<file path="src/rtl/core/poi_pkg.sv">
`timescale 1ns / 1ps
`default_nettype none
package poi_pkg;

    localparam int DataW      = 32;
    localparam int CordicN    = 30;
    localparam int CordicW    = 38;
    localparam int AccW       = 40;
    localparam logic signed [34:0] PiQ29     = 35'sd1686629713;
    localparam logic signed [34:0] TwoPiQ29  = 35'sd3373259426;
    localparam logic signed [CordicW-1:0] PiQ30     = 38'sd3373259426;
    localparam logic signed [CordicW-1:0] HalfPiQ30 = 38'sd1686629713;
    localparam logic signed [CordicW-1:0] GainInv   = 38'sd652032874;
    localparam logic signed [CordicW-1:0] OneQ30    = 38'sd1073741824;

    localparam logic OP_RESTART   = 1'b0;
    localparam logic OP_INTEGRATE = 1'b1;

    localparam logic [1:0] REG_START_X   = 2'd0;
    localparam logic [1:0] REG_START_Y   = 2'd1;
    localparam logic [1:0] REG_START_YAW = 2'd2;

    typedef struct packed {
        logic load;
        logic restart;
        logic mac_step;
        logic cordic_init;
        logic cordic_step;
        logic rot_step;
        logic finish;
    } poi_cmd_t;

    function automatic logic signed [CordicW-1:0] atan_q30(input logic [4:0] i);
        logic [31:0] v;
        unique case (i)
            5'd0: v = 32'h3243F6A8;  5'd1: v = 32'h1DAC6705;
            5'd2: v = 32'h0FADBAFC;  5'd3: v = 32'h07F56EA6;
            5'd4: v = 32'h03FEAB76;  5'd5: v = 32'h01FFD55B;
            5'd6: v = 32'h00FFFAAA;  5'd7: v = 32'h007FFF55;
            5'd8: v = 32'h003FFFEA;  5'd9: v = 32'h001FFFFD;
            5'd10: v = 32'h00100000; 5'd11: v = 32'h00080000;
            5'd12: v = 32'h00040000; 5'd13: v = 32'h00020000;
            5'd14: v = 32'h00010000; 5'd15: v = 32'h00008000;
            5'd16: v = 32'h00004000; 5'd17: v = 32'h00002000;
            5'd18: v = 32'h00001000; 5'd19: v = 32'h00000800;
            5'd20: v = 32'h00000400; 5'd21: v = 32'h00000200;
            5'd22: v = 32'h00000100; 5'd23: v = 32'h00000080;
            5'd24: v = 32'h00000040; 5'd25: v = 32'h00000020;
            5'd26: v = 32'h00000010; 5'd27: v = 32'h00000008;
            5'd28: v = 32'h00000004; 5'd29: v = 32'h00000002;
            default: v = 32'h0;
        endcase
        return signed'({6'd0, v});
    endfunction

endpackage
`default_nettype wire

</file>
<file path="src/rtl/core/poi_ctrl.sv">
`timescale 1ns / 1ps
`default_nettype none
module poi_ctrl
    import poi_pkg::*;
(
    input  wire logic     clk,
    input  wire logic     rst_n,
    input  wire logic     start,
    input  wire logic     op,
    input  wire logic     out_free,
    output poi_cmd_t      cmd,
    output logic [4:0]    step,
    output logic          busy
);

    typedef enum logic [5:0] {
        S_IDLE   = 6'b000001,
        S_MAC    = 6'b000010,
        S_CINIT  = 6'b000100,
        S_CORDIC = 6'b001000,
        S_ROT    = 6'b010000,
        S_DONE   = 6'b100000
    } state_t;

    state_t     state_reg, state_next;
    logic [4:0] cnt_reg, cnt_next;

    always_ff @(posedge clk or negedge rst_n)
    begin
        if (!rst_n)
        begin
            state_reg <= S_IDLE;
            cnt_reg   <= '0;
        end
        else
        begin
            state_reg <= state_next;
            cnt_reg   <= cnt_next;
        end
    end

    always_comb
    begin
        state_next = state_reg;
        cnt_next   = cnt_reg;
        cmd        = '0;
        unique case (state_reg)
            S_IDLE:
            begin
                if (start)
                begin
                    cmd.load = 1'b1;
                    cnt_next = '0;
                    if (op == OP_RESTART)
                    begin
                        cmd.restart = 1'b1;
                        state_next  = S_DONE;
                    end
                    else
                        state_next = S_MAC;
                end
            end
            S_MAC:
            begin
                cmd.mac_step = 1'b1;
                cnt_next     = cnt_reg + 5'd1;
                if (cnt_reg == 5'd11)
                    state_next = S_CINIT;
            end
            S_CINIT:
            begin
                cmd.cordic_init = 1'b1;
                cnt_next        = '0;
                state_next      = S_CORDIC;
            end
            S_CORDIC:
            begin
                cmd.cordic_step = 1'b1;
                cnt_next        = cnt_reg + 5'd1;
                if (cnt_reg == 5'(CordicN - 1))
                begin
                    cnt_next   = '0;
                    state_next = S_ROT;
                end
            end
            S_ROT:
            begin
                cmd.rot_step = 1'b1;
                cnt_next     = cnt_reg + 5'd1;
                if (cnt_reg == 5'd3)
                    state_next = S_DONE;
            end
            S_DONE:
            begin
                if (out_free)
                begin
                    cmd.finish = 1'b1;
                    state_next = S_IDLE;
                end
            end
            default: state_next = S_IDLE;
        endcase
    end

    assign step = cnt_reg;
    assign busy = (state_reg != S_IDLE);

    ap_cnt_mac: assert property (@(posedge clk) disable iff (!rst_n)
        state_reg == S_MAC |-> cnt_reg <= 5'd11) else $error("mac count");
    ap_cnt_rot: assert property (@(posedge clk) disable iff (!rst_n)
        state_reg == S_ROT |-> cnt_reg <= 5'd3) else $error("rot count");
    ap_start: assert property (@(posedge clk) disable iff (!rst_n)
        cmd.load |=> state_reg == S_MAC || state_reg == S_DONE) else $error("start");

endmodule
`default_nettype wire

</file>
<file path="config.mk">
export PLATFORM = sky130hd
export DESIGN_NAME = poi_ctrl
export DESIGN_NICKNAME = d
export VERILOG_FILES = /design/src/rtl/core/poi_pkg.sv /design/src/rtl/core/poi_ctrl.sv
export SDC_FILE = /design/constraint.sdc
export NUM_CORES = 1
export LEC_CHECK = 0
export ABC_AREA = 1
export BUFFER_PORTS_ARGS = -buffer_cell sky130_fd_sc_hd__buf_2
export CELL_PAD_IN_SITES_DETAIL_PLACEMENT = 1
export CELL_PAD_IN_SITES_GLOBAL_PLACEMENT = 1
export CORE_AREA = 2 2 53 55
export DETAILED_ROUTE_END_ITERATION = 16
export DIE_AREA = 0 0 55 57
export PLACE_DENSITY = 0.81
export SYNTH_ARGS = -nofsm -noshare
export SYNTH_HDL_FRONTEND = slang
export SYNTH_SLANG_ARGS = --single-unit
</file>
<file path="constraint.sdc">
create_clock -name clk -period 1.2 [get_ports clk]
set_input_delay 0.12 -clock clk [delete_from_list [all_inputs] [get_ports clk]]
set_output_delay 0.12 -clock clk [all_outputs]
set_load 0.01 [all_outputs]
</file>
---- After elaboration in Yosys (flattened, before gate mapping) ----
Index checks and enable logic that the tools add are counted.
storage, ports and cells
  word-level logic and storage cells ...... 41
  bits of input ports ..................... 5
  register bits after elaboration ......... 11
  output and inout port bits .............. 13
operators by class
  reductions and logical operators ........ 4
  add/subtract/negate cells ............... 1
  mux-type cells .......................... 19
  eq/ne operators ......................... 15
operators by type and width
  cell                   number
  $mux W6                6
  $pmux W6 S6            1
  $pmux W5 S4            1
  $mux W5                2
  $ne A2 B2 Y1 const B   5
  $mux W1                7
  $eq A6 B1 Y1 const B   1
  $eq A6 B2 Y1 const B   1
  $eq A6 B3 Y1 const B   1
  $eq A6 B4 Y1 const B   1
  $eq A6 B5 Y1 const B   1
  $eq A6 B6 Y1 const B   1
  $ne A6 B1 Y1 const B   1
  $add A5 B1 Y5 const B  1
  $eq A5 B2 Y1 const B   1
  $eq A5 B4 Y1 const B   1
  $eq A5 B5 Y1 const B   1
  $reduce_and A5 Y1      1
  $mux W2                2
  $reduce_bool A4 Y1     1
  $reduce_and A2 Y1      1
  $reduce_or A2 Y1       1

---- Logic depth before layout (Yosys ltp) ----
Gate-level depths: netlist of the first run.
  depth in word-level cells ............... 4
  gate-level depth with buffers ........... 10
  mapped depth without buffers ............ 10

---- Worst setup path before layout of the first run ----
OpenSTA, ideal clock, no wires.
  kind .................................... reg-to-reg
  start point ............................. reg cnt_reg[0] (netlist: step[0])
  end point ............................... reg state_reg[5]
  clock period less this slack ............ 1.266 ns
  slack ................................... -0.066 ns
  data required time ...................... 1.082 ns
  data arrival time ....................... 1.147 ns
  library setup time ...................... 0.118 ns
  buffers on the path ..................... 0
  cell stages (with the launch flop) ...... 10
  cells stage by stage .................... dfrtp_1 ha_1 nand2_1 inv_1 nand2_1 nand3_2 nand2_1 nor2_2 nand3_1 nand2_1
on the way
  cells in the longest elaborated chain, start to end .. 3
  elaborated cells between the ends (all ways) .. 7
  classes of those cells .................. eq/ne (6); reduce/logical (1)
RTL lines
  what                                  RTL line        text
  from (decl)                           poi_ctrl.sv:26  logic [4:0] cnt_reg, cnt_next;
  from (signal assigned)                poi_ctrl.sv:38  cnt_reg <= cnt_next;
  $eq A5 B2 Y1 (tied with other cells)  poi_ctrl.sv:90  if (cnt_reg == 5'd3)
  $ne A2 B2 Y1 (no source line)         --
  $reduce_and A5 Y1 (no source line) *  --
  to (signal assigned)                  poi_ctrl.sv:37  state_reg <= state_next;
  to (decl)                             poi_ctrl.sv:25  state_t state_reg, state_next;
Mark *: on every way between the ends. The rest lies on a longest branch, timed or not.
A chain may end at the register's enable or synchronous reset.

==> results.md, run 1 <==
* Clock Sinks at 11
* Gr usage total at between 15 and 20%
* VDD IR-drop max at roughly 1.2 mV
* Chip height at between 50 and 60 µm
* Worst-Margin Slew at roughly 0.28 ns
* Mean Syn Cell Area at around 6.7 µm²
* Final instance area at 0.001389 mm²
* IO Count at 18
* DR WL/cell at approximately 14 µm
* Max incr delay on CP at between 0.5 and 0.6 ns
* Routed wire length at roughly 2800 µm
* Crit path launch: state_reg[0]$_DFFE_PN1P_
* Yosys top cell area share at a little under a third
* Max-cap violations at 0
* Synth area leader: dfrtp_1
* First-pass GRT wire length at about 4500 µm
* Via count of the first global-routing pass at 998
* Post-synth ARST share at 100.0%
* Final setup fails at 19
* Detailed Route Iter0 Violations at 9
* Top-count cell post-synth: nand2_1
* Cell Count, Final, Fillers Out at between 200 and 250
* Initial antenna violation count at 0
* Final HPWL DP at about 2100 µm
* CTS tree: yes
* Total grt overflow at 0
* CTS Root Cell: clkbuf_4
* Worst-Skew Late Latency at approximately 0.27 ns
* CP delay by family, top: flip-flops
* Gpl congestion at 0.8347
* Synth warnings at 0
* Initial Utilization at a little under a third
* Leakage Power at a little under 0.8 nW
* Placed Area at about 0.0011 mm²
* Worst path cell trace: inv_2 -> nor2_4 -> nand3_4 -> nor3_2 -> buf_2
* Antenna diodes at 0
* Reg2reg start: state_reg[0]$_DFFE_PN1P_
* Number of synthesized flops with an enable pin at 0
* Port Buf Inserts at 17
* Critical path class: flop to primary output
* Outcome: finished, violations left
* Num CTS Buffers at 3
* Dpl cells at 187
* Max clock buf depth at 2
* Hold path startpoint: op
* Max-Slew Margin vs Limit at 81.35%
* Failing checks: setup timing
* Drt first pass iters at 4
* Worst setup margin at -0.3424 ns
* Fillers at approximately 350
* Die width at 55 µm
* Reg-to-reg slack, setup at -0.29 ns
* Post-synth top cells: 38 x nand2_1, 19 x inv_1, 18 x nor2_1
* Pin count of the biggest net entering global routing at 12
* Final worst path period need at 1.542 ns
* Pwr Total at between 0.002 and 0.0025 W
* Critical Path Fanout Max at 6
* FF-to-FF path depth at 8
* # H-tree levels at 1
* Startpoint types: flop
* Cell variety after synth at 20
* Post-synthesis sequential area ratio at approximately 34%
* Hold EP: state_reg[1]$_DFFE_PN0P_
* Clock transition at path regs at approximately 0.07 ns
* Synth Cell Area at roughly 820 µm²
* Nets at 184
* Synth-to-Final Area Change at 69.72%
* Worst path required time at 1.08 ns
* Core area at between 0.002 and 0.003 mm²
* Final ANT Viol Nets at 0
* RSZ-0062 raised after global routing: yes
* Mapped Nets at 130
* Power per Cell Area at ~1800 mW/mm²
* Slowest cell on the critical path: dfstp_2
* Buffer and inverter count on the worst path at 2
* Share of cells above drive strength 1 at a little over half
* Critical register-to-register path endpoint: step[1]$_DFFE_PN0P_
* Pins Over Slew Limit at 0
* Hold WC Path Type: primary input to flop
* Row count at 19
* Fin crit share at 128.5%
* Predominant post-synthesis flop cell: dfrtp_1
* Clock Skews at around 0.0042 ns
* Kind of end point of the critical path: primary output
* Synth top area cells: dfrtp_1 31%, nand2_1 17%, inv_1 8.7%
* Final Hold Fails at 0
* Vias per cell at 4.728
* Syn Inst Count at 122
* Die area at roughly 0.0031 mm²
* DRC Markers at 0
* Seq cells post-synth at 11
* Hold depth at 3
* Via Count at around 970
* Data arrival time of the critical path at approximately 1.4 ns
* Fmax at approximately 650 MHz
* Max reg flops at 6
* Setup TNS at -4.874 ns
worst register-to-register path: cells and delay by family, from the launching register on:
kind,cells,cell delay [ns]
AOI/OAI and AO/OA,1,0.16
buffers and inverters,2,0.21
DFF,1,0.57
and+or+nand+nor,5,0.49
cell usage in the layout (no fill, tap or decap), types with 6 or more instances in the layout:
cell,n
nand2_2,9
nor2_2,6
nand2_1,26
buf_4,24
inv_2,6
buf_6,11
dfrtp_1,7
nor2_1,14
nor2_4,6
nand3_1,8
buf_2,13
inv_1,14
layer usage:
layer  vias to the layer above  track usage (%)  routed length, µm
met4                         0            7.317                 64
met2                        23            36.05               1642
met1                       460            22.63               1074
li1                        483                -                  -
met5                         -                0                  0
met3                         8            2.356                 66
per-stage QoR:
step / setup slack (ns) / hold slack (ns) / util (%)
floorplan: -0.04656 / -0.1756 / -
global placement: -0.1428 / 0.006944 / 41.67
detailed placement: -0.2041 / 0.01308 / 41.67
CTS: -0.3504 / 0.09953 / 48.09
global route: -0.4159 / 0.1214 / 53.11
finish: -0.3424 / 0.1223 / 53.11
worst max path at each step:
stage | end | slack [ns] | depth (start not counted)
2_1_floorplan | step[0]$_DFFE_PN0P_ | -0.05 | 7
3_3_place_gp | step[1]$_DFFE_PN0P_ | -0.14 | 7
3_5_place_dp | step[0]$_DFFE_PN0P_ | -0.20 | 7
4_1_cts | cmd[5] | -0.35 | 5
5_1_grt | cmd[3] | -0.42 | 5
6_report | cmd[5] | -0.34 | 5
logic make-up after synthesis:
family                     Yosys count  synth area share, %
and+or+nand+nor                     81                46.18
AOI/OAI and AO/OA                    3                2.598
xor gates and xnor gates             3                3.212
DFF                                 11                33.79
adders and majority gates            3                4.588
buffers and inverters               21                9.632
where the power goes:
group          switching, W  leakage [nW]  internal, W
Combinational      0.000873         0.617     0.000806
Clock              0.000128        0.0150     0.000129
Sequential        0.0000947         0.143     0.000465
Total               0.00110         0.775      0.00140
layout make-up:
cell class / count / area, µm² / share of cell area, %
inverter: 21 / 78.83 / 5.676
tap: 31 / 38.79 / 2.793
sequential: 11 / 280.3 / 20.18
timing repair buffer: 49 / 379.1 / 27.30
clock buffer: 4 / 26.28 / 1.892
multi-input combinational: 90 / 585.6 / 42.16
what timing repair did:
| action | CTS | global route |
|---|---|---|
| gates resized for setup | 20 | 24 |
| setup buffers | 8 | 7 |
| hold endpoints to repair | 11 | 0 |
| pin swaps | 6 | 20 |
| hold buffers | 1 | 0 |
| setup endpoints to repair | 19 | 19 |
No activity file was read; power rests on OpenSTA's default activity.
==> run 2: changes to the inputs <==
SETUP_SLACK_MARGIN = 0.4   (was not set)
==> run 2 against run 1 <==
Effect of this change:
- the flow still finishes with violations (setup timing)
- routed wire length is 12% higher
- clock-buffer cell count stayed put
- via count is 1.1% lower
- sequential power hardly changed
- final cell count is 0.49% higher
- utilization is 3.7 points higher
- hold slack better by 0.018 ns
- die area stayed put
- final area is 7.0% higher
- register-to-register slack hardly changed
- total power is 6.8% higher
- fmax is 3.3% lower
- critical path type unchanged
- critical endpoint is now cmd[0]
==> results.md, run 2 (same netlist as run 1, synthesis figures left out) <==
* Max-cap violations at 0 (unchanged)
* Total grt overflow at 0 (unchanged)
* Vias per cell at 4.652 (-1.6%)
* Critical Path Fanout Max at 5 (-1)
* Final Hold Fails at 0 (unchanged)
* Setup TNS at -4.920 ns (-0.04632 ns)
* Slowest cell on the critical path: dfrtp_1
* Dpl ws at -0.1744 ns (+0.02964 ns)
* IO Count at 18 (unchanged)
* Final HPWL DP at 2083 µm (-0.25%)
* Final Core Density at 56.84% (+3.7 points)
* Core area at 0.002615 mm² (unchanged)
* Worst-Skew Late Latency at 0.27 ns (about the same)
* Worst path cell trace: nor2_2 -> buf_4 -> nand3_1 -> nor2_2 -> buf_2
* CTS tree: yes
* Power per Cell Area at 1793 mW/mm² (-0.21%)
* Initial antenna violation count at 0 (unchanged)
* Worst path required time at 1.08 ns (about the same)
* Leakage Power at 0.7838 nW (+1.1%)
* Share of cells above drive strength 1 at 57.39% (+4.2 points)
* Clock Sinks at 11 (unchanged)
* CTS Root Cell: clkbuf_4
* Pwr Total at 0.002666 W (+6.8%)
* Worst setup margin at -0.3955 ns (-0.05306 ns)
* Routed wire length at 3195 µm (+12%)
* Kind of end point of the critical path: primary output
* Failing checks: setup timing
* Critical path class: flop to primary output
* CP most frequent cell: nor2_2
* DRC Markers at 0 (unchanged)
* VDD IR-drop max at 1.395 mV (+16%)
* Pin count of the biggest net entering global routing at 12 (unchanged)
* Commonest non-fill, non-tap cells in the layout: 26 x nand2_1, 21 x buf_6, 18 x buf_4
* Hold Slack at 0.1406 ns (+0.01832 ns)
* RSZ-0062 raised after global routing: yes
* Final setup fails at 19 (unchanged)
* Nets at 185 (+0.54%)
* Antenna diodes at 0 (unchanged)
* Most common library cell in the layout ignoring fill and taps: nand2_1
* Pins Over Slew Limit at 0 (unchanged)
* First-pass GRT wire length at 4567 µm (+2.6%)
* Num CTS Buffers at 3 (unchanged)
* Port Buf Inserts at 17 (unchanged)
* Synth-to-Final Area Change at 81.65%
* Outcome: finished, violations left
* Die width at 55 µm (unchanged)
* Fin crit share at 133.0% (+4.4 points)
* Max clock buf depth at 2 (unchanged)
* Worst-Margin Slew at 0.2927 ns (+0.01320 ns)
* Max-Slew Margin vs Limit at 80.47% (-0.88 points)
* Drt first pass iters at 4 (unchanged)
* Hold WC Path Type: primary input to flop
* Clock Skews at 0.0007938 ns (-0.003420 ns)
* Chip height at 57 µm (unchanged)
* Gr usage total at 20.32% (+0.55 points)
* Final ANT Viol Nets at 0 (unchanged)
* Initial Utilization at 31.29% (unchanged)
* DR WL/cell at 15.43 µm (+12%)
* Startpoint types: flop
* Via Count at 963 (-1.1%)
* # H-tree levels at 1 (unchanged)
* Clock transition at path regs at 0.08 ns (about the same)
* Max reg flops at 6 (unchanged)
* Fmax at 626.8 MHz (-3.3%)
* Row count at 19 (unchanged)
* Final worst path period need at 1.595 ns (+0.05306 ns)
* Max incr delay on CP at 0.41 ns (-0.16 ns)
* Data arrival time of the critical path at 1.48 ns (+0.06 ns)
* Detailed Route Iter0 Violations at 7 (-2)
* Die area at 0.003135 mm² (unchanged)
* Gpl congestion at 0.8658 (+3.7%)
* Via count of the first global-routing pass at 1,057 (+5.9%)
-- run 2: cell types whose count changed in the layout (fill, tap and decap cells not counted), moves of 2 or more --
cell	previous run	this run
buf_2	13	9
nand3_1	8	5
buf_6	11	21
buf_4	24	18
nor2_1	14	12
nor2_4	6	8
nand3_2	2	5
-- run 2: timing repair --
item,CTS,global route
gates resized for setup,34,24
buffers inserted,7,6
hold buffers,1,0
pin swaps,6,7
endpoints found under the hold margin,11,0
endpoints found under the setup margin,24,24
-- run 2: per-stage QoR --
stage	instances	instance area [µm²]
global placement	189	1122
CTS	201	1345
floorplan	122	855.8
detailed placement	189	1122
global route	207	1486
finish	207	1486
-- run 2: metal layers --
layer	part of all wire, %	vias up	GRT usage (%)	wire (µm)
li1	-	480	-	-
met1	38	460	21.56	1217
met2	59	18	38.95	1886
met3	2.0	5	2.618	64
met4	0.85	0	6.969	27
met5	0	-	0	0
-- run 2: final timing paths --
| path | from | end | slack (ns) | cells past startpoint |
|---|---|---|---|---|
| max | state_reg[1]$_DFFE_PN0P_ | cmd[0] | -0.40 | 5 |
| min | op | state_reg[1]$_DFFE_PN0P_ | 0.14 | 3 |
| max reg2reg | state_reg[3]$_DFFE_PN0P_ | state_reg[0]$_DFFE_PN1P_ | -0.29 | 8 |
| min reg2reg | step[4]$_DFFE_PN0P_ | step[4]$_DFFE_PN0P_ | 0.54 | 2 |
| max in group asynchronous | rst_n | state_reg[0]$_DFFE_PN1P_ | 0.68 | 2 |
| min in group asynchronous | rst_n | step[2]$_DFFE_PN0P_ | 0.24 | 2 |
-- run 2: area by class of cell --
cell class	instances	area [µm²]
Fill cell	332	1129
Timing Repair Buffer	50	446.7
Sequential cell	11	281.5
Tap cell	31	38.79
Clock buffer	4	26.28
Inverter	21	78.83
Multi-Input combinational cell	90	614.3
-- run 2: worst max-delay path, delay by kind of cell (launching register included) --
| family | cells | cell delay (ns) |
|---|---|---|
| buffers and inverters | 2 | 0.30 |
| flip-flops | 1 | 0.41 |
| AND/OR/NAND/NOR | 3 | 0.49 |
-- run 2: power breakdown --
group / total [W] / switching (W) / internal (W)
logic: 0.00184 / 0.000951 / 0.000885
clock network: 0.000270 / 0.000141 / 0.000129
registers: 0.000559 / 0.0000947 / 0.000465
